$ cat config.mk
export PLATFORM = sky130hd
export DESIGN_NAME = particle_sensor_duty_cycle
export DESIGN_NICKNAME = d
export VERILOG_FILES = /design/src/rtl/core/psdc_pkg.sv /design/src/rtl/core/particle_sensor_duty_cycle.sv
export VERILOG_INCLUDE_DIRS = /design/src /design/src/rtl/core
export SDC_FILE = /design/constraint.sdc
export NUM_CORES = 1
export LEC_CHECK = 0
export ABC_AREA = 1
export ABC_CLOCK_PERIOD_IN_PS = 15800
export BUFFER_PORTS_ARGS = -buffer_cell sky130_fd_sc_hd__buf_2
export CAP_MARGIN = 25
export CORE_UTILIZATION = 61
export DETAILED_ROUTE_END_ITERATION = 8
export HOLD_SLACK_MARGIN = 0.15
export PLACE_DENSITY = 0.82
export SLEW_MARGIN = 30
export SYNTH_ARGS = -nofsm -noshare
export SYNTH_HDL_FRONTEND = slang
export SYNTH_SLANG_ARGS = --single-unit
$ cat constraint.sdc
create_clock -name clk -period 15.8 [get_ports clk]
set_clock_uncertainty 0.1 [all_clocks]
set_input_delay 4.74 -clock clk [delete_from_list [all_inputs] [get_ports clk]]
set_output_delay 4.74 -clock clk [all_outputs]
set_load 0.05 [all_outputs]
$ cat src/rtl/core/particle_sensor_duty_cycle_macros.svh
// Assertion macros for the particle sensor duty-cycle block.
// Both sample on clk and are disabled while rst_n is low.
`ifndef PARTICLE_SENSOR_DUTY_CYCLE_MACROS_SVH
`define PARTICLE_SENSOR_DUTY_CYCLE_MACROS_SVH

`define PSDC_ASSERT_IMPL(label, ante, cons, msg) \
  label: assert property (@(posedge clk) disable iff (!rst_n) (ante) |-> (cons)) \
    else $error(msg);

`define PSDC_ASSERT_NEVER(label, expr, msg) \
  label: assert property (@(posedge clk) disable iff (!rst_n) !(expr)) \
    else $error(msg);

`endif

$ cat src/rtl/core/psdc_pkg.sv
package psdc_pkg;

  localparam int WARMUP_SECONDS_DEF = 30;
  localparam int MS_PER_S           = 1000;
  localparam int MS_PER_MIN         = 60000;
  localparam int WAKE_FLOOR_ADD     = 5;
  localparam int WAKE_MIN_ADD       = 10;

  localparam int TIME_W     = 32;
  localparam int VAL_W      = 16;
  localparam int N_VALS     = 6;
  localparam int MIN_W      = 8;
  localparam int SEC_W      = 8;
  localparam int SLEEP_MS_W = 24;
  localparam int WAKE_MS_W  = 18;
  localparam int CFG_ADDR_W = 3;
  localparam int CFG_DATA_W = 16;
  localparam int IN_DATA_W  = 128;
  localparam int OUT_DATA_W = 104;
  localparam int STAT_W     = 2;

  typedef enum logic [CFG_ADDR_W-1:0] {
    CFG_SENSOR_ENABLED = 3'd0,
    CFG_SLEEP_MINUTES  = 3'd1,
    CFG_WAKE_SECONDS   = 3'd2,
    CFG_EXTENDED_MODEL = 3'd3,
    CFG_PM25_LIMIT     = 3'd4
  } cfg_addr_t;

  typedef enum logic [1:0] {
    PH_ACTIVE = 2'd0,
    PH_WARMUP = 2'd1,
    PH_SLEEP  = 2'd2
  } phase_t;

  typedef enum logic [1:0] {
    CMD_NONE  = 2'd0,
    CMD_SLEEP = 2'd1,
    CMD_WAKE  = 2'd2
  } cmd_t;

  typedef enum logic [STAT_W-1:0] {
    ST_OK       = 2'd0,
    ST_NODATA   = 2'd1,
    ST_READERR  = 2'd2,
    ST_OTHERERR = 2'd3
  } status_t;

  localparam int PM1_IDX   = 0;
  localparam int PM25_IDX  = 1;
  localparam int PM10_IDX  = 2;
  localparam int HCHO_IDX  = 3;
  localparam int TEMP_IDX  = 4;
  localparam int HUMID_IDX = 5;

  typedef logic [VAL_W-1:0] val_arr_t [N_VALS];

  typedef struct packed {
    status_t              poll_status;
    phase_t               phase;
    logic                 power_pin;
    cmd_t                 sensor_command;
    logic                 values_updated;
    logic [VAL_W-1:0]     pm1_last;
    logic [VAL_W-1:0]     pm25_last;
    logic [VAL_W-1:0]     pm10_last;
    logic [VAL_W-1:0]     hcho_last;
    logic [VAL_W-1:0]     temp_last;
    logic [VAL_W-1:0]     humid_last;
  } result_t;

endpackage

$ cat src/rtl/core/particle_sensor_duty_cycle.sv
// Particle sensor duty-cycle controller.
// Input channel (in_*): one word per sensor poll, carrying the poll time in
// milliseconds, the frame status in in_tuser and the six frame readings.
// Result channel (out_*): one word per poll with the poll status in out_tuser,
// the duty phase after the poll, the power-pin level, the command sent to the
// sensor, an update flag and the six held last readings.
// Configuration port (cfg_*): a write on every clock edge with cfg_we high;
// write only while no poll is in flight.
// An accepted poll's result is registered in the result or the skid register.
// Throughput: one poll per cycle while in_tready is high; the phase step is a
// subtract and compare against millisecond limits scaled on register writes.
// A result register and a skid register sit on the result side, so a poll is
// still taken while one result waits; in_tready drops only once both hold data.
// Reset (synchronous, rst_n low) sets active phase, start time zero, pin high,
// last readings zero and the register defaults; both result stages empty.
module particle_sensor_duty_cycle #(
  parameter int WARMUP_SECONDS = psdc_pkg::WARMUP_SECONDS_DEF
) (
  input  logic                             clk,
  input  logic                             rst_n,
  input  logic                             in_tvalid,
  output logic                             in_tready,
  // now_ms, pm1_in, pm25_in, pm10_in, hcho_in, temp_tenths_in, humid_tenths_in
  input  logic [psdc_pkg::IN_DATA_W-1:0]   in_tdata,
  // frame_status
  input  logic [psdc_pkg::STAT_W-1:0]      in_tuser,
  output logic                             out_tvalid,
  input  logic                             out_tready,
  // phase, power_pin, sensor_command, values_updated, pm1_last, pm25_last,
  // pm10_last, hcho_last, temp_last, humid_last, zero pad
  output logic [psdc_pkg::OUT_DATA_W-1:0]  out_tdata,
  // poll_status
  output logic [psdc_pkg::STAT_W-1:0]      out_tuser,
  input  logic                             cfg_we,
  input  logic [psdc_pkg::CFG_ADDR_W-1:0]  cfg_addr,
  input  logic [psdc_pkg::CFG_DATA_W-1:0]  cfg_wdata
);
  import psdc_pkg::*;

  `include "particle_sensor_duty_cycle_macros.svh"

  localparam int WAKE_FLOOR = WARMUP_SECONDS + WAKE_FLOOR_ADD;
  localparam int WAKE_MIN   = WARMUP_SECONDS + WAKE_MIN_ADD;
  localparam int WARMUP_MS  = WARMUP_SECONDS * MS_PER_S;

  logic                  enable_r;
  logic [MIN_W-1:0]      sleep_min_r;
  logic [SLEEP_MS_W-1:0] sleep_ms_r;
  logic [WAKE_MS_W-1:0]  wake_ms_r;
  logic                  ext_r;
  logic [VAL_W-1:0]      limit_r;

  phase_t                phase_r, phase_nxt;
  logic [TIME_W-1:0]     start_r, start_nxt;
  logic                  pin_r, pin_nxt;
  val_arr_t              vals_r, vals_nxt;

  result_t               main_r, skid_r, res_nxt;
  logic                  out_vld_r, skid_vld_r;

  logic [TIME_W-1:0]     now_ms;
  status_t               fstat;
  logic [VAL_W-1:0]      pm25_in;
  logic [TIME_W-1:0]     elapsed;
  logic [SEC_W-1:0]      wake_eff;
  logic                  push, pop;
  logic                  read_frame;
  status_t               status;
  cmd_t                  cmd;
  logic                  updated;

  assign now_ms  = in_tdata[31:0];
  assign pm25_in = in_tdata[63:48];
  assign fstat   = status_t'(in_tuser);

  assign in_tready  = !skid_vld_r;
  assign push       = in_tvalid && in_tready;
  assign pop        = out_vld_r && out_tready;
  assign out_tvalid = out_vld_r;

  assign wake_eff = (cfg_wdata[SEC_W-1:0] < SEC_W'(WAKE_FLOOR)) ?
                    SEC_W'(WAKE_MIN) : cfg_wdata[SEC_W-1:0];

  always_ff @(posedge clk) begin
    if (!rst_n) begin
      enable_r    <= 1'b1;
      sleep_min_r <= '0;
      sleep_ms_r  <= '0;
      wake_ms_r   <= WAKE_MS_W'(WAKE_MIN * MS_PER_S);
      ext_r       <= 1'b0;
      limit_r     <= VAL_W'(1000);
    end else if (cfg_we) begin
      unique case (cfg_addr)
        CFG_SENSOR_ENABLED: enable_r <= cfg_wdata[0];
        CFG_SLEEP_MINUTES: begin
          sleep_min_r <= cfg_wdata[MIN_W-1:0];
          sleep_ms_r  <= SLEEP_MS_W'(cfg_wdata[MIN_W-1:0]) * SLEEP_MS_W'(MS_PER_MIN);
        end
        CFG_WAKE_SECONDS:   wake_ms_r <= WAKE_MS_W'(wake_eff) * WAKE_MS_W'(MS_PER_S);
        CFG_EXTENDED_MODEL: ext_r     <= cfg_wdata[0];
        CFG_PM25_LIMIT:     limit_r   <= cfg_wdata;
        default: ;
      endcase
    end
  end

  assign elapsed = now_ms - start_r;

  always_comb begin
    phase_nxt  = phase_r;
    start_nxt  = start_r;
    pin_nxt    = pin_r;
    vals_nxt   = vals_r;
    cmd        = CMD_NONE;
    status     = ST_NODATA;
    updated    = 1'b0;
    read_frame = 1'b0;
    if (enable_r) begin
      if (sleep_min_r == '0) begin
        read_frame = 1'b1;
        if (phase_r == PH_SLEEP) begin
          pin_nxt   = 1'b1;
          cmd       = CMD_WAKE;
          phase_nxt = PH_WARMUP;
          start_nxt = now_ms;
        end
      end else begin
        unique case (phase_r)
          PH_SLEEP: begin
            if (elapsed >= TIME_W'(sleep_ms_r)) begin
              pin_nxt   = 1'b1;
              cmd       = CMD_WAKE;
              phase_nxt = PH_WARMUP;
              start_nxt = now_ms;
            end
          end
          PH_WARMUP: begin
            if (elapsed >= TIME_W'(WARMUP_MS)) begin
              phase_nxt = PH_ACTIVE;
              start_nxt = now_ms;
            end
          end
          default: begin
            if (elapsed >= TIME_W'(wake_ms_r)) begin
              cmd       = CMD_SLEEP;
              pin_nxt   = 1'b0;
              phase_nxt = PH_SLEEP;
              start_nxt = now_ms;
            end else begin
              read_frame = 1'b1;
            end
          end
        endcase
      end
      if (read_frame) begin
        status = fstat;
        if (fstat == ST_OK) begin
          if (pm25_in > limit_r) begin
            status = ST_READERR;
          end else begin
            updated            = 1'b1;
            vals_nxt[PM1_IDX]  = in_tdata[47:32];
            vals_nxt[PM25_IDX] = pm25_in;
            vals_nxt[PM10_IDX] = in_tdata[79:64];
            if (ext_r) begin
              vals_nxt[HCHO_IDX]  = in_tdata[95:80];
              vals_nxt[TEMP_IDX]  = in_tdata[111:96];
              vals_nxt[HUMID_IDX] = in_tdata[127:112];
            end
          end
        end
      end
    end
    res_nxt.poll_status    = status;
    res_nxt.phase          = phase_nxt;
    res_nxt.power_pin      = pin_nxt;
    res_nxt.sensor_command = cmd;
    res_nxt.values_updated = updated;
    res_nxt.pm1_last       = vals_nxt[PM1_IDX];
    res_nxt.pm25_last      = vals_nxt[PM25_IDX];
    res_nxt.pm10_last      = vals_nxt[PM10_IDX];
    res_nxt.hcho_last      = vals_nxt[HCHO_IDX];
    res_nxt.temp_last      = vals_nxt[TEMP_IDX];
    res_nxt.humid_last     = vals_nxt[HUMID_IDX];
  end

  always_ff @(posedge clk) begin
    if (!rst_n) begin
      phase_r <= PH_ACTIVE;
      start_r <= '0;
      pin_r   <= 1'b1;
      for (int i = 0; i < N_VALS; i++) begin
        vals_r[i] <= '0;
      end
    end else if (cfg_we && cfg_addr == CFG_SENSOR_ENABLED) begin
      pin_r <= cfg_wdata[0];
    end else if (push) begin
      phase_r <= phase_nxt;
      start_r <= start_nxt;
      pin_r   <= pin_nxt;
      vals_r  <= vals_nxt;
    end
  end

  always_ff @(posedge clk) begin
    if (!rst_n) begin
      out_vld_r  <= 1'b0;
      skid_vld_r <= 1'b0;
    end else if (pop) begin
      if (skid_vld_r) begin
        skid_vld_r <= 1'b0;
      end else if (!push) begin
        out_vld_r <= 1'b0;
      end
    end else if (push) begin
      if (!out_vld_r) begin
        out_vld_r <= 1'b1;
      end else begin
        skid_vld_r <= 1'b1;
      end
    end
  end

  always_ff @(posedge clk) begin
    if (pop) begin
      if (skid_vld_r) begin
        main_r <= skid_r;
      end else if (push) begin
        main_r <= res_nxt;
      end
    end else if (push) begin
      if (!out_vld_r) begin
        main_r <= res_nxt;
      end else begin
        skid_r <= res_nxt;
      end
    end
  end

  assign out_tuser = main_r.poll_status;
  assign out_tdata = {2'b00,
                      main_r.humid_last, main_r.temp_last, main_r.hcho_last,
                      main_r.pm10_last, main_r.pm25_last, main_r.pm1_last,
                      main_r.values_updated, main_r.sensor_command,
                      main_r.power_pin, main_r.phase};

  `PSDC_ASSERT_NEVER(a_skid_without_main, skid_vld_r && !out_vld_r, "skid holds word over empty output")
  `PSDC_ASSERT_IMPL(a_pin_low_only_asleep, !pin_r, phase_r == PH_SLEEP || !enable_r, "pin low while awake and enabled")
  `PSDC_ASSERT_IMPL(a_update_means_ok, out_vld_r && main_r.values_updated, main_r.poll_status == ST_OK, "update with non-ok status")
  `PSDC_ASSERT_IMPL(a_wake_enters_warmup, out_vld_r && main_r.sensor_command == CMD_WAKE, main_r.phase == PH_WARMUP && main_r.power_pin, "wake without warmup")

endmodule
# ---- Word level (Yosys, flattened, before mapping)
# Cells that the tools add are included.
dict set report totals {
  wordCells 140
  regBits 401
  input_bits 154
}
dict set report classes {
  mul 2
  n_reduce_logical 24
  muxes 54
  bitwise_logic 3
  order_cmp 5
  addsub 1
  n_eq_ne 12
}
# op n
set ops {}
lappend ops {{104-bit 2-to-1 mux} 5}
lappend ops {{96-bit 2-to-1 mux} 4}
lappend ops {{32-bit 2-to-1 mux} 5}
lappend ops {{32-bit one-hot mux with 2 select lines} 1}
lappend ops {{48-bit 2-to-1 mux} 1}
lappend ops {{32-bit by 15-bit >= comparator with 1-bit output (second input constant)} 1}
lappend ops {{32-bit by 18-bit >= comparator with 1-bit output} 1}
lappend ops {{32-bit by 24-bit >= comparator with 1-bit output} 1}
lappend ops {{32-bit subtractor} 1}
lappend ops {{2-bit 2-to-1 mux} 14}
lappend ops {{1-bit 2-to-1 mux} 20}
lappend ops {{8-bit by 11-bit multiplier with 19-bit output (second input constant)} 1}
lappend ops {{16-bit greater-than comparator} 1}
lappend ops {{8-bit by 7-bit multiplier with 15-bit output (second input constant)} 1}
lappend ops {{2-bit AND reduction} 7}
lappend ops {{3-bit AND reduction} 3}
lappend ops {{8-bit logical NOT} 1}
lappend ops {{8-bit by 6-bit less-than comparator with 1-bit output (second input constant)} 1}
lappend ops {{8-bit 2-to-1 mux} 1}
lappend ops {{2-bit one-hot mux with 2 select lines} 2}
lappend ops {{7-bit AND reduction} 1}
lappend ops {{3-bit by 2-bit == test with 1-bit output (second input constant)} 2}
lappend ops {{2-bit nonzero test} 3}
lappend ops {{2-bit by 1-bit != test with 1-bit output (second input constant)} 2}
lappend ops {{15 further kinds} 21}

# ---- Longest topological paths before layout
dict set report logic_depth {
  word_depth 11
  mapped_depth 32
}

# ---- Worst setup path after synthesis
# OpenSTA, ideal clock, no wires.
dict set report synth_timing {
  path_type {in2reg}
  start {input port out_tready}
  end {register main_r (netlist bit out_tdata[0]), enable pin}
  required_ps 15006
  path_buffers 0
  setup_slack_ps 2925
  path_stages 3
  arrival_ps 12081
  cell_sequence {nand2_1 -> ha_1 -> nor3_1}
}
dict set report synth_via {
  elab_chain_cells 3
}
# item line
set synth_lines {}
lappend synth_lines {{start: declaration} particle_sensor_duty_cycle.sv:28} ;# input logic out_tready,
lappend synth_lines {{1-bit logical AND (*)} particle_sensor_duty_cycle.sv:78} ;# assign pop = out_vld_r && out_tready;
lappend synth_lines {{2-bit by 1-bit != test with 1-bit output (no line) / 2-bit nonzero test (equally long branches)} --}
lappend synth_lines {{3-bit AND reduction (no line) (*)} --}
lappend synth_lines {{end signal: assignment} particle_sensor_duty_cycle.sv:227} ;# main_r <= skid_r;
lappend synth_lines {{end signal: assignment} particle_sensor_duty_cycle.sv:229} ;# main_r <= res_nxt;
lappend synth_lines {{end signal: assignment} particle_sensor_duty_cycle.sv:233} ;# main_r <= res_nxt;
lappend synth_lines {{end: declaration} particle_sensor_duty_cycle.sv:58} ;# result_t main_r, skid_r, res_nxt;
# Every way passes the cells marked *; elsewhere a longest branch is shown, timed or not.
# A chain may end at the register's enable or synchronous reset.

==> run_results.csv <==
group,metric,value,unit
run_status,status,"complete, no violations",
routing,wl_per_cell,15.9,um
timing,finalHoldViolCount,0,
yosys,synthArstFlopShare,0,
setup_path,required,16.02,ns
global_route,grt_max_degree,97,
yosys,synthFlopType,"edfxtp_1",
floorplan,die_w,209,um
setup_path,critPathTopFamily,"simple AND/OR/NAND/NOR gates",
clock_network,cts_root_buf,"clkbuf_16",
clock_network,hold_buffers,0,
timing,worst_pin_slew,0.975,ns
cells_and_area,fin_nets,4021,
yosys,syn_inst,3478,
power,powerDensity,115,mW/mm2
power,power_leakage,14.6,nW
setup_path,critPathLaunchType,"primary input",
routing,viasPerCell,5.48,
placement,dp_hpwl,45200,um
timing,maxSlewHeadroom,0.350,
timing,timing.final.crit_period,10.0,ns
power,power.total,3.35,mW
setup_path,crit_cells,27,
routing,vias,23165,
floorplan,initial_core_util,0.621,
yosys,synth_seq_cells,400,
placement,gp_congestion,0.976,
floorplan,die_area,0.0437,mm2
setup_path,r2r-start,"start_r[3]",
setup_path,worstPathArrival,10.22,ns
clock_network,htreeDepth,2,
setup_path,r2r_slack,9.75,ns
routing,drt_iter0_drc,1935,
yosys,yosys_warnings,0,
setup_path,endpoint,"out_tdata[53]",
setup_path,crit_top_cell,"nand2_1",
clock_network,clk_path_buf_depth,3,
yosys,synth.cell_area,0.0262,mm2
cells_and_area,num-fill-cells,3473,
setup_path,critPathSlowestCell,"nand3_4",
clock_network,cts_tree,"built",
yosys,syn_avg_cell_area,7.53,um2
floorplan,rows,75,
clock_network,clk_latency,0.57,ns
setup_path,slowest_delay,0.83,ns
cells_and_area,areaGrowthSynthToFinish,11.3,%
yosys,yosysSeqAreaShare,0.385,
setup_path,critPathLaunch,"in_tdata[0]",
timing,final-setup-viol-count,0,
clock_network,cts_buffers,43,
timing,worst_hold_slack,0.359,ns
timing,fmaxAchievable,100,MHz
run,maxCapViolCount,0,
routing,ant_nets,0,
setup_path,crit_buf_inv,4,
global_route,grt_pass1_wl,109000,um
setup_path,r2r_cells,26,
setup_path,path_class,"primary input to flop",
timing,maxSlewViolCount,0,
floorplan,coreArea,0.0421,mm2
floorplan,num_io_pins,262,
clock_network,postCtsSetupBuffers,0,
clock_network,clock_sinks,400,
power,ir_worst_vdd,0.0000947,V
global_route,grt_antenna_before_repair,5,
placement,port_buffers,259,
clock_network,clkTransAtPathRegs,0.06,ns
routing,first_pass_iters,6,
placement,placed_area,0.0277,mm2
clock_network,ctsResizeCount,0,
routing,drcViolationCount,0,
setup_path,rr_endpoint,"out_tdata[53]",
yosys,synth_edf_count,208,
timing,setup_tns,0,ns
worst_hold_path,hold_path_class,"flop to flop",
global_route,grt_overflow,0,
timing,rsz0062_at_grt,"no",
timing,period_share,0.633,
yosys,synth.area.top_cells,"edfxtp_1 24%, nand2_1 16%, dfxtp_1 15%",
routing,wl,67000,um
cells_and_area,post_route_cells_drive_above_1_share,0.152,
global_route,grt.total_usage,0.308,
yosys,yosysMostFrequentCell,"nand2_1",
global_route,grt_pass1_vias,22000,
yosys,yosysTopAreaCell,"edfxtp_1",
setup_path,end_kind,"flop",
floorplan,fp.dieH,209,um
setup_path,critPathMaxFanout,50,
cells_and_area,final_core_util,0.691,
yosys,synth.distinct_cells,51,
yosys,synth_top_cell_area_share,0.239,
cells_and_area,postLayoutCellArea,0.0291,mm2
yosys,synthTopCellsByCount,"1117 x nand2_1, 492 x inv_1, 262 x o21ai_0, 208 x edfxtp_1, 201 x a21oi_1",
## how the worst min path moves through the flow
stage	start	end	cells after the start	slack [ns]
after floorplan	limit_r[10]	limit_r[10]	2	0.33
after global placement	limit_r[13]	limit_r[13]	2	0.35
after detailed placement	start_r[6]	start_r[6]	2	0.35
after CTS	start_r[4]	start_r[4]	2	0.36
after global routing	start_r[6]	start_r[6]	2	0.38
final	start_r[4]	start_r[4]	2	0.36
## per-stage QoR
step	worst slack [ns]	std cells
detailed placement	5.33	4141
global placement	5.36	4141
global route	5.40	4225
floorplan	2.92	3479
CTS	5.92	4221
finish	5.80	4225
## registers in the layout (all words and copies together), names as in the netlist
register	flops
skid_r	104
out_tdata	102
vals_r	96
start_r	32
sleep_ms_r	18
limit_r	16
wake_ms_r	15
sleep_min_r	8
out_tuser	2
phase_r	2
enable_r	1
ext_r	1
out_tvalid	1
pin_r	1
skid_vld_r	1
## area by class of cell
type,instances,area [um2],area share
diodes,4,10.0,0.000344
clock buffers,49,1120,0.0384
clock inverters,31,329,0.0113
inverters,509,1920,0.0658
multi-input cells,2410,13500,0.464
flip-flops and latches,400,10100,0.346
well taps,539,674,0.0231
repair buffers,283,1480,0.0507
## cells in the final DEF, fill, tap and decap left out, types with 10 or more instances in the layout
cell type     n
buf_4        24
inv_1       491
nand4_2      20
nand2_1    1115
nand3_1     197
o21bai_1     11
edfxtp_1    208
xor2_1       26
nor2_1       87
dfxtp_1     190
o211ai_1     11
a21oi_1     200
fa_1         44
nand4_1      43
clkbuf_16    43
nand2_2      96
nor3_1       10
ha_1        176
o21bai_2     41
clkinv_2     17
o21ai_0     262
buf_2       259
inv_2        14
## power breakdown
part / leakage [nW] / switching [mW] / internal [mW]
Clock: 0.719 / 0.429 / 0.597
Sequential: 3.54 / 0.0351 / 1.19
Combinational: 10.3 / 0.740 / 0.358
## routing by layer
metal,global-route usage,share of wire
met1,0.394,0.42
met4,0.149,0.041
met5,0,0.00019
met2,0.516,0.47
met3,0.0409,0.067
## kinds of logic (layout without fill, tap and decap cells)
family / after synthesis / after routing / synth area share
other cells: 1 / 6 / 0.000143
compound gates: 543 / 543 / 0.118
buf+inv: 669 / 872 / 0.101
simple gates: 1611 / 1611 / 0.267
fa+ha+maj: 220 / 220 / 0.118
xor+xnor: 34 / 34 / 0.0114
flops: 400 / 400 / 0.385
## worst min-delay path, delay by kind of cell (launching register included)
kind / cells / cell delay [ns]
flops: 1 / 0.30
compound gates: 1 / 0.05
simple gates: 1 / 0.06
(Power assumes the default switching activity.)
